### src/rtl/c_subset_lexer_unit_defines.svh
// assertion macros for the c subset lexer
// no dependencies; included by files that carry assertions
`ifndef C_SUBSET_LEXER_UNIT_DEFINES_SVH
`define C_SUBSET_LEXER_UNIT_DEFINES_SVH
`ifndef SYNTHESIS
`define CLU_ASSERT_NOW(name, clk, rst, ante, cons) \
   name: assert property (@(posedge clk) disable iff (rst) (ante) |-> (cons)) \
      else $error("lexer check failed");
`define CLU_ASSERT_NEXT(name, clk, rst, ante, cons) \
   name: assert property (@(posedge clk) disable iff (rst) (ante) |=> (cons)) \
      else $error("lexer check failed");
`else
`define CLU_ASSERT_NOW(name, clk, rst, ante, cons)
`define CLU_ASSERT_NEXT(name, clk, rst, ante, cons)
`endif
`endif

### src/rtl/clu_pkg.sv
// shared types, constants and keyword tables of the c subset lexer
// no dependencies
package clu_pkg;

   localparam int LENGTH_BITS = 16;
   localparam int OFFSET_BITS = 32;

   localparam int CHAR_W  = 8;
   localparam int KIND_W  = 3;
   localparam int START_W = 32;
   localparam int LEN_W   = 16;

   localparam int NUM_KW    = 3;
   localparam int KW_CHARS  = 8;
   localparam int POS_W     = 4;
   localparam int POS_LIMIT = 8;

   localparam int FIFO_DEPTH = 4;
   localparam int PTR_BITS   = $clog2(FIFO_DEPTH);
   localparam int CNT_BITS   = $clog2(FIFO_DEPTH + 1);

   typedef enum logic [KIND_W-1:0] {
      TOK_INTEGER  = 3'd0,
      TOK_IDENT    = 3'd1,
      TOK_OPERATOR = 3'd2,
      TOK_KEYWORD  = 3'd3,
      TOK_UNKNOWN  = 3'd4
   } tok_kind_type;

   typedef enum logic [2:0] {
      MODE_IDLE   = 3'b001,
      MODE_DIGITS = 3'b010,
      MODE_WORD   = 3'b100
   } lex_mode_type;

   typedef struct packed {
      tok_kind_type          kind;
      logic [START_W-1:0]    start;
      logic [LEN_W-1:0]      length;
      logic [CHAR_W-1:0]     first;
      logic                  last;
   } token_type;

   localparam logic [POS_W-1:0] KW_LEN [NUM_KW] = '{4'd3, 4'd6, 4'd5};

   localparam logic [CHAR_W-1:0] KW_TEXT [NUM_KW][KW_CHARS] = '{
      '{"i", "n", "t", 8'h00, 8'h00, 8'h00, 8'h00, 8'h00},
      '{"p", "r", "i", "n", "t", "f", 8'h00, 8'h00},
      '{"s", "c", "a", "n", "f", 8'h00, 8'h00, 8'h00}
   };

   // bit k set when c is character pos of keyword k
   function automatic logic [NUM_KW-1:0] kw_match(input logic [POS_W-1:0] pos,
                                                  input logic [CHAR_W-1:0] c);
      logic [NUM_KW-1:0] hit;
      hit = '0;
      for (int k = 0; k < NUM_KW; k++) begin
         hit[k] = (pos < KW_LEN[k]) && (KW_TEXT[k][pos[2:0]] == c);
      end
      return hit;
   endfunction

endpackage

### src/rtl/clu_req_if.sv
// request channel of the c subset lexer: one source byte per request
// depends on clu_pkg
interface clu_req_if;
   logic                       valid;
   logic                       ready;
   logic [clu_pkg::CHAR_W-1:0] ch;
   logic                       end_of_text;

   modport source (output valid, ch, end_of_text, input ready);
   modport sink   (input valid, ch, end_of_text, output ready);
endinterface

### src/rtl/clu_rsp_if.sv
// result channel of the c subset lexer: one token per transfer
// depends on clu_pkg
interface clu_rsp_if;
   logic                        valid;
   logic                        ready;
   logic [clu_pkg::KIND_W-1:0]  token_type;
   logic [clu_pkg::START_W-1:0] token_start;
   logic [clu_pkg::LEN_W-1:0]   token_length;
   logic [clu_pkg::CHAR_W-1:0]  first_char;
   logic                        run_last;

   modport source (output valid, token_type, token_start, token_length, first_char,
                   run_last, input ready);
   modport sink   (input valid, token_type, token_start, token_length, first_char,
                   run_last, output ready);
endinterface

### src/rtl/c_subset_lexer_unit.sv
// c subset lexer top level: byte-serial tokenizer with a four-entry token queue
// depends on clu_pkg, clu_req_if, clu_rsp_if and c_subset_lexer_unit_defines.svh
//
//   channel  dir  handshake        payload
//   req      in   valid / ready    ch, end_of_text
//   rsp      out  valid / ready    token_type, token_start, token_length,
//                                  first_char, run_last
//
// one request is taken per cycle while the token queue has two free entries
// a request yields zero, one or two tokens; the rsp side drains one per cycle while rsp.ready is high
// with the queue empty, the first token is visible the cycle after the request is accepted
// synchronous reset clears the run state and byte offset and empties the token queue
// rsp stalls back up into req once the queue holds more than two tokens
`include "c_subset_lexer_unit_defines.svh"

module c_subset_lexer_unit (
   input logic      clock,
   input logic      reset,
   clu_req_if.sink  req,
   clu_rsp_if.source rsp
);

   localparam logic [clu_pkg::LENGTH_BITS-1:0] LEN_ONE   = clu_pkg::LENGTH_BITS'(1);
   localparam logic [clu_pkg::LENGTH_BITS-1:0] LEN_POS   =
      clu_pkg::LENGTH_BITS'(clu_pkg::POS_LIMIT);

   // run state
   clu_pkg::lex_mode_type                mode_ff, mode_in;
   logic [clu_pkg::OFFSET_BITS-1:0]      offset_ff, offset_in;
   logic [clu_pkg::OFFSET_BITS-1:0]      start_ff, start_in;
   logic [clu_pkg::LENGTH_BITS-1:0]      len_ff, len_in;
   logic [clu_pkg::CHAR_W-1:0]           first_ff, first_in;
   logic [clu_pkg::NUM_KW-1:0]           alive_ff, alive_in;

   // token queue
   clu_pkg::token_type                   queue_ff [clu_pkg::FIFO_DEPTH];
   logic [clu_pkg::PTR_BITS-1:0]         wr_ptr_ff, wr_ptr_in;
   logic [clu_pkg::PTR_BITS-1:0]         rd_ptr_ff, rd_ptr_in;
   logic [clu_pkg::CNT_BITS-1:0]         cnt_ff, cnt_in;

   logic                                 accept;
   logic                                 pop;
   logic [1:0]                           n_tok;
   clu_pkg::token_type                   tok_a, tok_b;

   logic [clu_pkg::CHAR_W-1:0]           c;
   logic                                 is_dig, is_let, is_sp, is_op;
   logic [clu_pkg::POS_W-1:0]            pos;

   function automatic clu_pkg::tok_kind_type run_kind(
      input clu_pkg::lex_mode_type             m,
      input logic [clu_pkg::NUM_KW-1:0]        al,
      input logic [clu_pkg::LENGTH_BITS-1:0]   ln);
      clu_pkg::tok_kind_type kd;
      kd = clu_pkg::TOK_INTEGER;
      if (m == clu_pkg::MODE_WORD) begin
         kd = clu_pkg::TOK_IDENT;
         for (int k = 0; k < clu_pkg::NUM_KW; k++) begin
            if (al[k] && ln == clu_pkg::LENGTH_BITS'(clu_pkg::KW_LEN[k])) begin
               kd = clu_pkg::TOK_KEYWORD;
            end
         end
      end
      return kd;
   endfunction

   assign accept = req.valid && req.ready;
   assign pop    = rsp.valid && rsp.ready;
   assign req.ready = cnt_ff <= clu_pkg::CNT_BITS'(clu_pkg::FIFO_DEPTH - 2);

   assign c      = req.ch;
   assign is_dig = (c >= "0") && (c <= "9");
   assign is_let = ((c >= "a") && (c <= "z")) || ((c >= "A") && (c <= "Z"));
   assign is_sp  = (c == " ") || (c == 8'h09) || (c == 8'h0a);
   assign is_op  = (c == "+") || (c == "-") || (c == "*") || (c == "/") || (c == "%") ||
                   (c == "<") || (c == ">") || (c == "=") || (c == "!") || (c == "&") ||
                   (c == "|");
   assign pos    = (len_ff < LEN_POS) ? len_ff[clu_pkg::POS_W-1:0]
                                      : clu_pkg::POS_W'(clu_pkg::POS_LIMIT);

   // per-byte token logic
   always_comb begin
      clu_pkg::token_type t;
      logic               taken;
      mode_in   = mode_ff;
      start_in  = start_ff;
      len_in    = len_ff;
      first_in  = first_ff;
      alive_in  = alive_ff;
      offset_in = offset_ff;
      n_tok     = 2'd0;
      tok_a     = '0;
      tok_b     = '0;
      t         = '0;
      taken     = 1'b0;

      if (accept) begin
         offset_in = offset_ff + clu_pkg::OFFSET_BITS'(1);
         if (mode_ff == clu_pkg::MODE_DIGITS && is_dig) begin
            taken = 1'b1;
         end else if (mode_ff == clu_pkg::MODE_WORD && (is_let || is_dig)) begin
            taken    = 1'b1;
            alive_in = alive_ff & clu_pkg::kw_match(pos, c);
         end

         if (taken) begin
            if (len_ff != '1) begin
               len_in = len_ff + LEN_ONE;
            end
         end else begin
            if (mode_ff != clu_pkg::MODE_IDLE) begin
               t.kind   = run_kind(mode_ff, alive_ff, len_ff);
               t.start  = clu_pkg::START_W'(start_ff);
               t.length = clu_pkg::LEN_W'(len_ff);
               t.first  = first_ff;
               t.last   = 1'b0;
               tok_a    = t;
               n_tok    = 2'd1;
            end
            mode_in  = clu_pkg::MODE_IDLE;
            alive_in = '0;
            if (is_dig || is_let) begin
               mode_in  = is_dig ? clu_pkg::MODE_DIGITS : clu_pkg::MODE_WORD;
               start_in = offset_ff;
               len_in   = LEN_ONE;
               first_in = c;
               alive_in = is_let ? clu_pkg::kw_match('0, c) : '0;
            end else if (!is_sp) begin
               t.kind   = is_op ? clu_pkg::TOK_OPERATOR : clu_pkg::TOK_UNKNOWN;
               t.start  = clu_pkg::START_W'(offset_ff);
               t.length = clu_pkg::LEN_W'(LEN_ONE);
               t.first  = c;
               t.last   = 1'b0;
               if (n_tok == 2'd0) tok_a = t;
               else               tok_b = t;
               n_tok = n_tok + 2'd1;
            end
         end

         // end of text flushes the pending run
         if (req.end_of_text && mode_in != clu_pkg::MODE_IDLE) begin
            t.kind   = run_kind(mode_in, alive_in, len_in);
            t.start  = clu_pkg::START_W'(start_in);
            t.length = clu_pkg::LEN_W'(len_in);
            t.first  = first_in;
            t.last   = 1'b0;
            if (n_tok == 2'd0) tok_a = t;
            else               tok_b = t;
            n_tok    = n_tok + 2'd1;
            mode_in  = clu_pkg::MODE_IDLE;
            alive_in = '0;
         end

         if (n_tok == 2'd1) tok_a.last = 1'b1;
         if (n_tok == 2'd2) tok_b.last = 1'b1;
      end
   end

   // queue pointers
   always_comb begin
      wr_ptr_in = wr_ptr_ff + clu_pkg::PTR_BITS'(n_tok);
      rd_ptr_in = pop ? rd_ptr_ff + clu_pkg::PTR_BITS'(1) : rd_ptr_ff;
      cnt_in    = cnt_ff + clu_pkg::CNT_BITS'(n_tok) - clu_pkg::CNT_BITS'(pop);
   end

   always_ff @(posedge clock) begin
      if (reset) begin
         mode_ff   <= clu_pkg::MODE_IDLE;
         offset_ff <= '0;
         start_ff  <= '0;
         len_ff    <= '0;
         first_ff  <= '0;
         alive_ff  <= '0;
         wr_ptr_ff <= '0;
         rd_ptr_ff <= '0;
         cnt_ff    <= '0;
      end else begin
         mode_ff   <= mode_in;
         offset_ff <= offset_in;
         start_ff  <= start_in;
         len_ff    <= len_in;
         first_ff  <= first_in;
         alive_ff  <= alive_in;
         wr_ptr_ff <= wr_ptr_in;
         rd_ptr_ff <= rd_ptr_in;
         cnt_ff    <= cnt_in;
      end
   end

   always_ff @(posedge clock) begin
      if (n_tok != 2'd0) begin
         queue_ff[wr_ptr_ff] <= tok_a;
      end
      if (n_tok == 2'd2) begin
         queue_ff[wr_ptr_ff + clu_pkg::PTR_BITS'(1)] <= tok_b;
      end
   end

   assign rsp.valid        = cnt_ff != '0;
   assign rsp.token_type   = queue_ff[rd_ptr_ff].kind;
   assign rsp.token_start  = queue_ff[rd_ptr_ff].start;
   assign rsp.token_length = queue_ff[rd_ptr_ff].length;
   assign rsp.first_char   = queue_ff[rd_ptr_ff].first;
   assign rsp.run_last     = queue_ff[rd_ptr_ff].last;

   `CLU_ASSERT_NOW(a_queue_bound, clock, reset, 1'b1, cnt_ff <= clu_pkg::CNT_BITS'(clu_pkg::FIFO_DEPTH))
   `CLU_ASSERT_NOW(a_idle_no_kw, clock, reset, mode_ff == clu_pkg::MODE_IDLE, alive_ff == '0)
   `CLU_ASSERT_NOW(a_run_nonempty, clock, reset, mode_ff != clu_pkg::MODE_IDLE, len_ff != '0)
   `CLU_ASSERT_NEXT(a_offset_step, clock, reset, accept, offset_ff == $past(offset_ff) + clu_pkg::OFFSET_BITS'(1))

endmodule
### src/flat_wrapper.sv
// flat-port wrapper written by rule: the top's interface ports become plain ports
module c_subset_lexer_unit_flat 
  (clock, reset, req_valid, req_ch, req_end_of_text, req_ready, rsp_valid, rsp_token_type, rsp_token_start, rsp_token_length, rsp_first_char, rsp_run_last, rsp_ready);
  clu_req_if req_i ();
  clu_rsp_if rsp_i ();
  input logic clock;
  input logic reset;
  input wire logic [$bits(req_i.valid)-1:0] req_valid;
  input wire logic [$bits(req_i.ch)-1:0] req_ch;
  input wire logic [$bits(req_i.end_of_text)-1:0] req_end_of_text;
  output wire logic [$bits(req_i.ready)-1:0] req_ready;
  output wire logic [$bits(rsp_i.valid)-1:0] rsp_valid;
  output wire logic [$bits(rsp_i.token_type)-1:0] rsp_token_type;
  output wire logic [$bits(rsp_i.token_start)-1:0] rsp_token_start;
  output wire logic [$bits(rsp_i.token_length)-1:0] rsp_token_length;
  output wire logic [$bits(rsp_i.first_char)-1:0] rsp_first_char;
  output wire logic [$bits(rsp_i.run_last)-1:0] rsp_run_last;
  input wire logic [$bits(rsp_i.ready)-1:0] rsp_ready;
  assign req_i.valid = req_valid;
  assign req_i.ch = req_ch;
  assign req_i.end_of_text = req_end_of_text;
  assign req_ready = req_i.ready;
  assign rsp_valid = rsp_i.valid;
  assign rsp_token_type = rsp_i.token_type;
  assign rsp_token_start = rsp_i.token_start;
  assign rsp_token_length = rsp_i.token_length;
  assign rsp_first_char = rsp_i.first_char;
  assign rsp_run_last = rsp_i.run_last;
  assign rsp_i.ready = rsp_ready;
  c_subset_lexer_unit u_core (.clock(clock), .reset(reset), .req(req_i), .rsp(rsp_i));
endmodule
### config.mk
export PLATFORM = sky130hd
export DESIGN_NAME = c_subset_lexer_unit_flat
export DESIGN_NICKNAME = d
export VERILOG_FILES = /design/src/rtl/clu_pkg.sv /design/src/rtl/clu_req_if.sv /design/src/rtl/clu_rsp_if.sv /design/src/rtl/c_subset_lexer_unit.sv /design/src/flat_wrapper.sv
export VERILOG_INCLUDE_DIRS = /design/src /design/src/rtl
export SDC_FILE = /design/constraint.sdc
export NUM_CORES = 1
export LEC_CHECK = 0
export BUFFER_PORTS_ARGS = -buffer_cell sky130_fd_sc_hd__buf_2
export CORE_MARGIN = 3
export CORE_UTILIZATION = 64
export CTS_BUF_LIST = sky130_fd_sc_hd__clkbuf_8
export DETAILED_ROUTE_END_ITERATION = 10
export PLACE_DENSITY = 0.93
export RECOVER_POWER = 100
export SLEW_MARGIN = 20
export SYNTH_ARGS = -nofsm -noshare
export SYNTH_HDL_FRONTEND = slang
export SYNTH_SLANG_ARGS = --single-unit
### constraint.sdc
create_clock -name clock -period 11.25 [get_ports clock]
set_input_delay 2.25 -clock clock [delete_from_list [all_inputs] [get_ports clock]]
set_output_delay 2.25 -clock clock [all_outputs]
set_load 0.1 [all_outputs]
==> results.toml <==
[logic_synthesis]
syn-mean-instance-area_sq_um = 11.1
synth_edf_count = 240
netlist_area_sq_mm = 0.0183
ys_seq_area_share_pct = 50.8
yosys_most_used_dff = "edfxtp_1"
async_reset_ff_share_pct = 0
synth_seq_cells = 343
ys_warn_count = 0
synthCells = 1651
syn-num-nets = 1681
synth_cell_types = 75

[finish]
fin_util_pct = 70.9
fill_cells = 1859
n_antenna_cell = 0
fin_cells = 2097
nets = 1702
syn_to_final_growth_pct = 8.39
register_area_sq_mm = 0.00927
multi_input_area_sq_mm = 0.00842
drive_gt1_share_pct = 17.7

[placed_design]
globalplace.congestion = 0.945
dp_cells = 1993
numPortBuffers = 74
dp_hpwl_um = 28500

[drt]
vias = 14300
dr.first_iter.drc_count = 1884
drc = 0
ant_nets = 0
wl_per_cell_um = 23.1
avgViaCountPerCell = 6.82
drtPass1Iterations = 6
wirelength_um = 48400

[run_status]
outcome = "finished with violations"
violations = "max-capacitance violations, max-slew violations"

[sta]
finalMaxSlewViolations = 418
min_period_ns = 8.83
fmax_mhz = 113
fin_crit_sh_pct = 78.5
setup_tns_ns = 0
finalHoldViolCount = 0
tightestPinTransition_ns = 5.09
finClkSkew_ns = 0.0274
max_slew_margin_pct = -239
rsz0062_at_grt = "no"
setup_viol_count_final = 0

[floorplan]
placementRows = 61
core_area_sq_mm = 0.0279
die_y_um = 175
start_util_pct = 65.4
die_w_um = 175
die_area_sq_mm = 0.0306
io_pins = 75

[clock_network]
post_cts_resized = 0
ctsHtreeMaxLevel = 2
cts_tree = "yes"
clk_latency_ns = 0.61
post_cts_buffers = 0
cts.path.max_buffers = 3
clk_pin_slew_ns = 0.06
cts_sinks = 343
cts_buffers = 55
hold_buffers = 0
clock-root-buffer = "clkbuf_8"

[min_path]
hold-path-cell-count = 2
holdPathEnd = "u_core.start_ff[11]"
hp-class = "register to register"
min-delay-start = "u_core.start_ff[11]"

[worst_setup_path]
cp_data_arrival_time_ns = 9.16
crit_family = "buffers and inverters"
cp_common_cell = "clkbuf_1"
cp_slowest_cell = "clkbuf_1"
path_max_fanout = 36
cp-start-kind = "input port"
worst-setup-path-type = "input port to register"
rr_worst_depth = 9
path_cells = "clkbuf_1 -> and2_0 -> a221oi_1 -> a211oi_1 -> xnor2_1 -> mux2i_1 -> nand2_1 -> or2_0 -> clkbuf_1 -> mux2_2"
worst-r2r-setup-slack_ns = 4.33
worstPathRequired_ns = 11.58
r2r-start = "u_core.mode_ff[1]"
path_buf_inv = 2
end_kind = "register"
cp.depth = 10
worst_r2r_endpoint = "u_core.queue_ff[3][42]"
max_stage_delay_ns = 1.96

[pwr]
powerDensity_mw_per_mm2 = 215
p_leak_nw = 7.04
vdd_drop_max_uv = 263
p_total_mw = 4.25

[grt]
grt_pass1_wl_um = 75900
grt_max_degree = 103
grt-ovfl-total = 0
grt_pass1_vias = 14300
track_usage_pct = 31.2
antenna_found_initial = 0

[flow_run]
cap_violations = 9
==> tightest hold or removal path: stages, from the launching register on <==
cell     delay (ns)
dfxtp_1        0.32
nand2_1        0.06
a21oi_1        0.05
==> stage by stage <==
| stage | setup slack (ns) | hold WS, ns | instance area [sq um] |
|---|---|---|---|
| CTS | 4.77 | 0.470 | 19900 |
| global placement | 4.28 | 0.455 | 18800 |
| finish | 2.42 | 0.476 | 19800 |
| global route | 2.32 | 0.503 | 19800 |
| floorplan | 1.57 | 0.449 | 18300 |
| detailed placement | 4.15 | 0.461 | 18800 |
==> final cells by class <==
cell class | count | area share, %
Inverter | 19 | 0.360
Multi-Input combinational cell | 1154 | 42.5
Timing Repair Buffer | 99 | 2.28
Sequential cell | 343 | 46.8
Tap cell | 378 | 2.39
Clock inverter | 39 | 1.07
Clock buffer | 65 | 4.52
==> how the worst max path moves through the flow <==
| stage | startpoint | endpoint | slack [ns] |
|---|---|---|---|
| floorplan | req_ch[6] | u_core.queue_ff[0][0] | 1.57 |
| global placement | req_ch[6] | u_core.queue_ff[1][51] | 4.28 |
| detailed placement | req_ch[4] | u_core.queue_ff[1][46] | 4.15 |
| CTS | req_ch[4] | u_core.queue_ff[1][40] | 4.77 |
| global route | req_ch[4] | u_core.queue_ff[3][42] | 2.32 |
| finish | req_ch[4] | u_core.queue_ff[3][42] | 2.42 |
==> cell families (layout without fill, tap and decap cells) <==
| logic type | count (synthesis) | in the layout | synth area share, % |
|---|---|---|---|
| xor+xnor | 39 | 39 | 1.87 |
| fa+ha+maj | 18 | 18 | 1.26 |
| flops | 343 | 343 | 50.8 |
| compound gates | 316 | 316 | 11.5 |
| mux | 228 | 228 | 17.4 |
| buf+inv | 154 | 222 | 3.47 |
| simple gates | 553 | 553 | 13.8 |
==> cell usage after synthesis, types with 21 or more instances <==
cell | n | area (sq um)
dfxtp_1 | 103 | 2060
clkbuf_1 | 89 | 334
mux4_2 | 60 | 1350
nand2_1 | 183 | 687
nor2_1 | 213 | 800
a21oi_1 | 92 | 460
mux2i_1 | 56 | 561
xor2_1 | 24 | 210
o21ai_0 | 46 | 230
buf_2 | 23 | 115
nand3_1 | 25 | 125
edfxtp_1 | 240 | 7210
nor3_1 | 21 | 105
mux2_2 | 109 | 1230
a22oi_1 | 97 | 728
==> power by group <==
group | leakage [nW] | switching [mW] | total, mW | internal, mW
clock | 0.660 | 0.505 | 1.08 | 0.571
combinational | 3.25 | 1.27 | 1.59 | 0.320
sequential | 3.13 | 0.0848 | 1.58 | 1.49
==> metal layers <==
| metal | part of all wire [%] | track usage (%) | vias up | wire [um] |
|---|---|---|---|---|
| met3 | 12 | 6.21 | 165 | 5980 |
| met1 | 36 | 41.1 | 6843 | 17400 |
| li1 | - | - | 6202 | - |
| met5 | 0 | 0 | - | 0 |
| met4 | 3.2 | 13.3 | 0 | 1560 |
| met2 | 49 | 51.0 | 1093 | 23500 |
==> cell usage in the layout, fill, tap and decap left out, types with 15 or more instances in the layout <==
cell      instances
nand3_1          25
xnor2_1          15
clkbuf_8         65
nand2_1         182
a22oi_1          97
o21ai_0          45
dfxtp_1         101
a21oi_1          92
mux4_2           60
nor2_1          212
mux2_2          104
nor3_1           21
ha_1             16
mux2i_1          56
clkbuf_1         70
edfxtp_1        240
xor2_1           24
buf_4            17
inv_1            43
==> state kept, by name, indices dropped and copies added, names as in the netlist, named ones only <==
| name | cells |
|---|---|
| u_core.rd_ptr_ff | 2 |
| u_core.alive_ff | 3 |
| u_core.queue_ff | 240 |
| u_core.offset_ff | 32 |
| u_core.len_ff | 16 |
| u_core.cnt_ff | 3 |
| u_core.mode_ff | 3 |
| u_core.first_ff | 8 |
| u_core.start_ff | 32 |
| u_core.wr_ptr_ff | 2 |
Power figures use the tool's default switching activity.
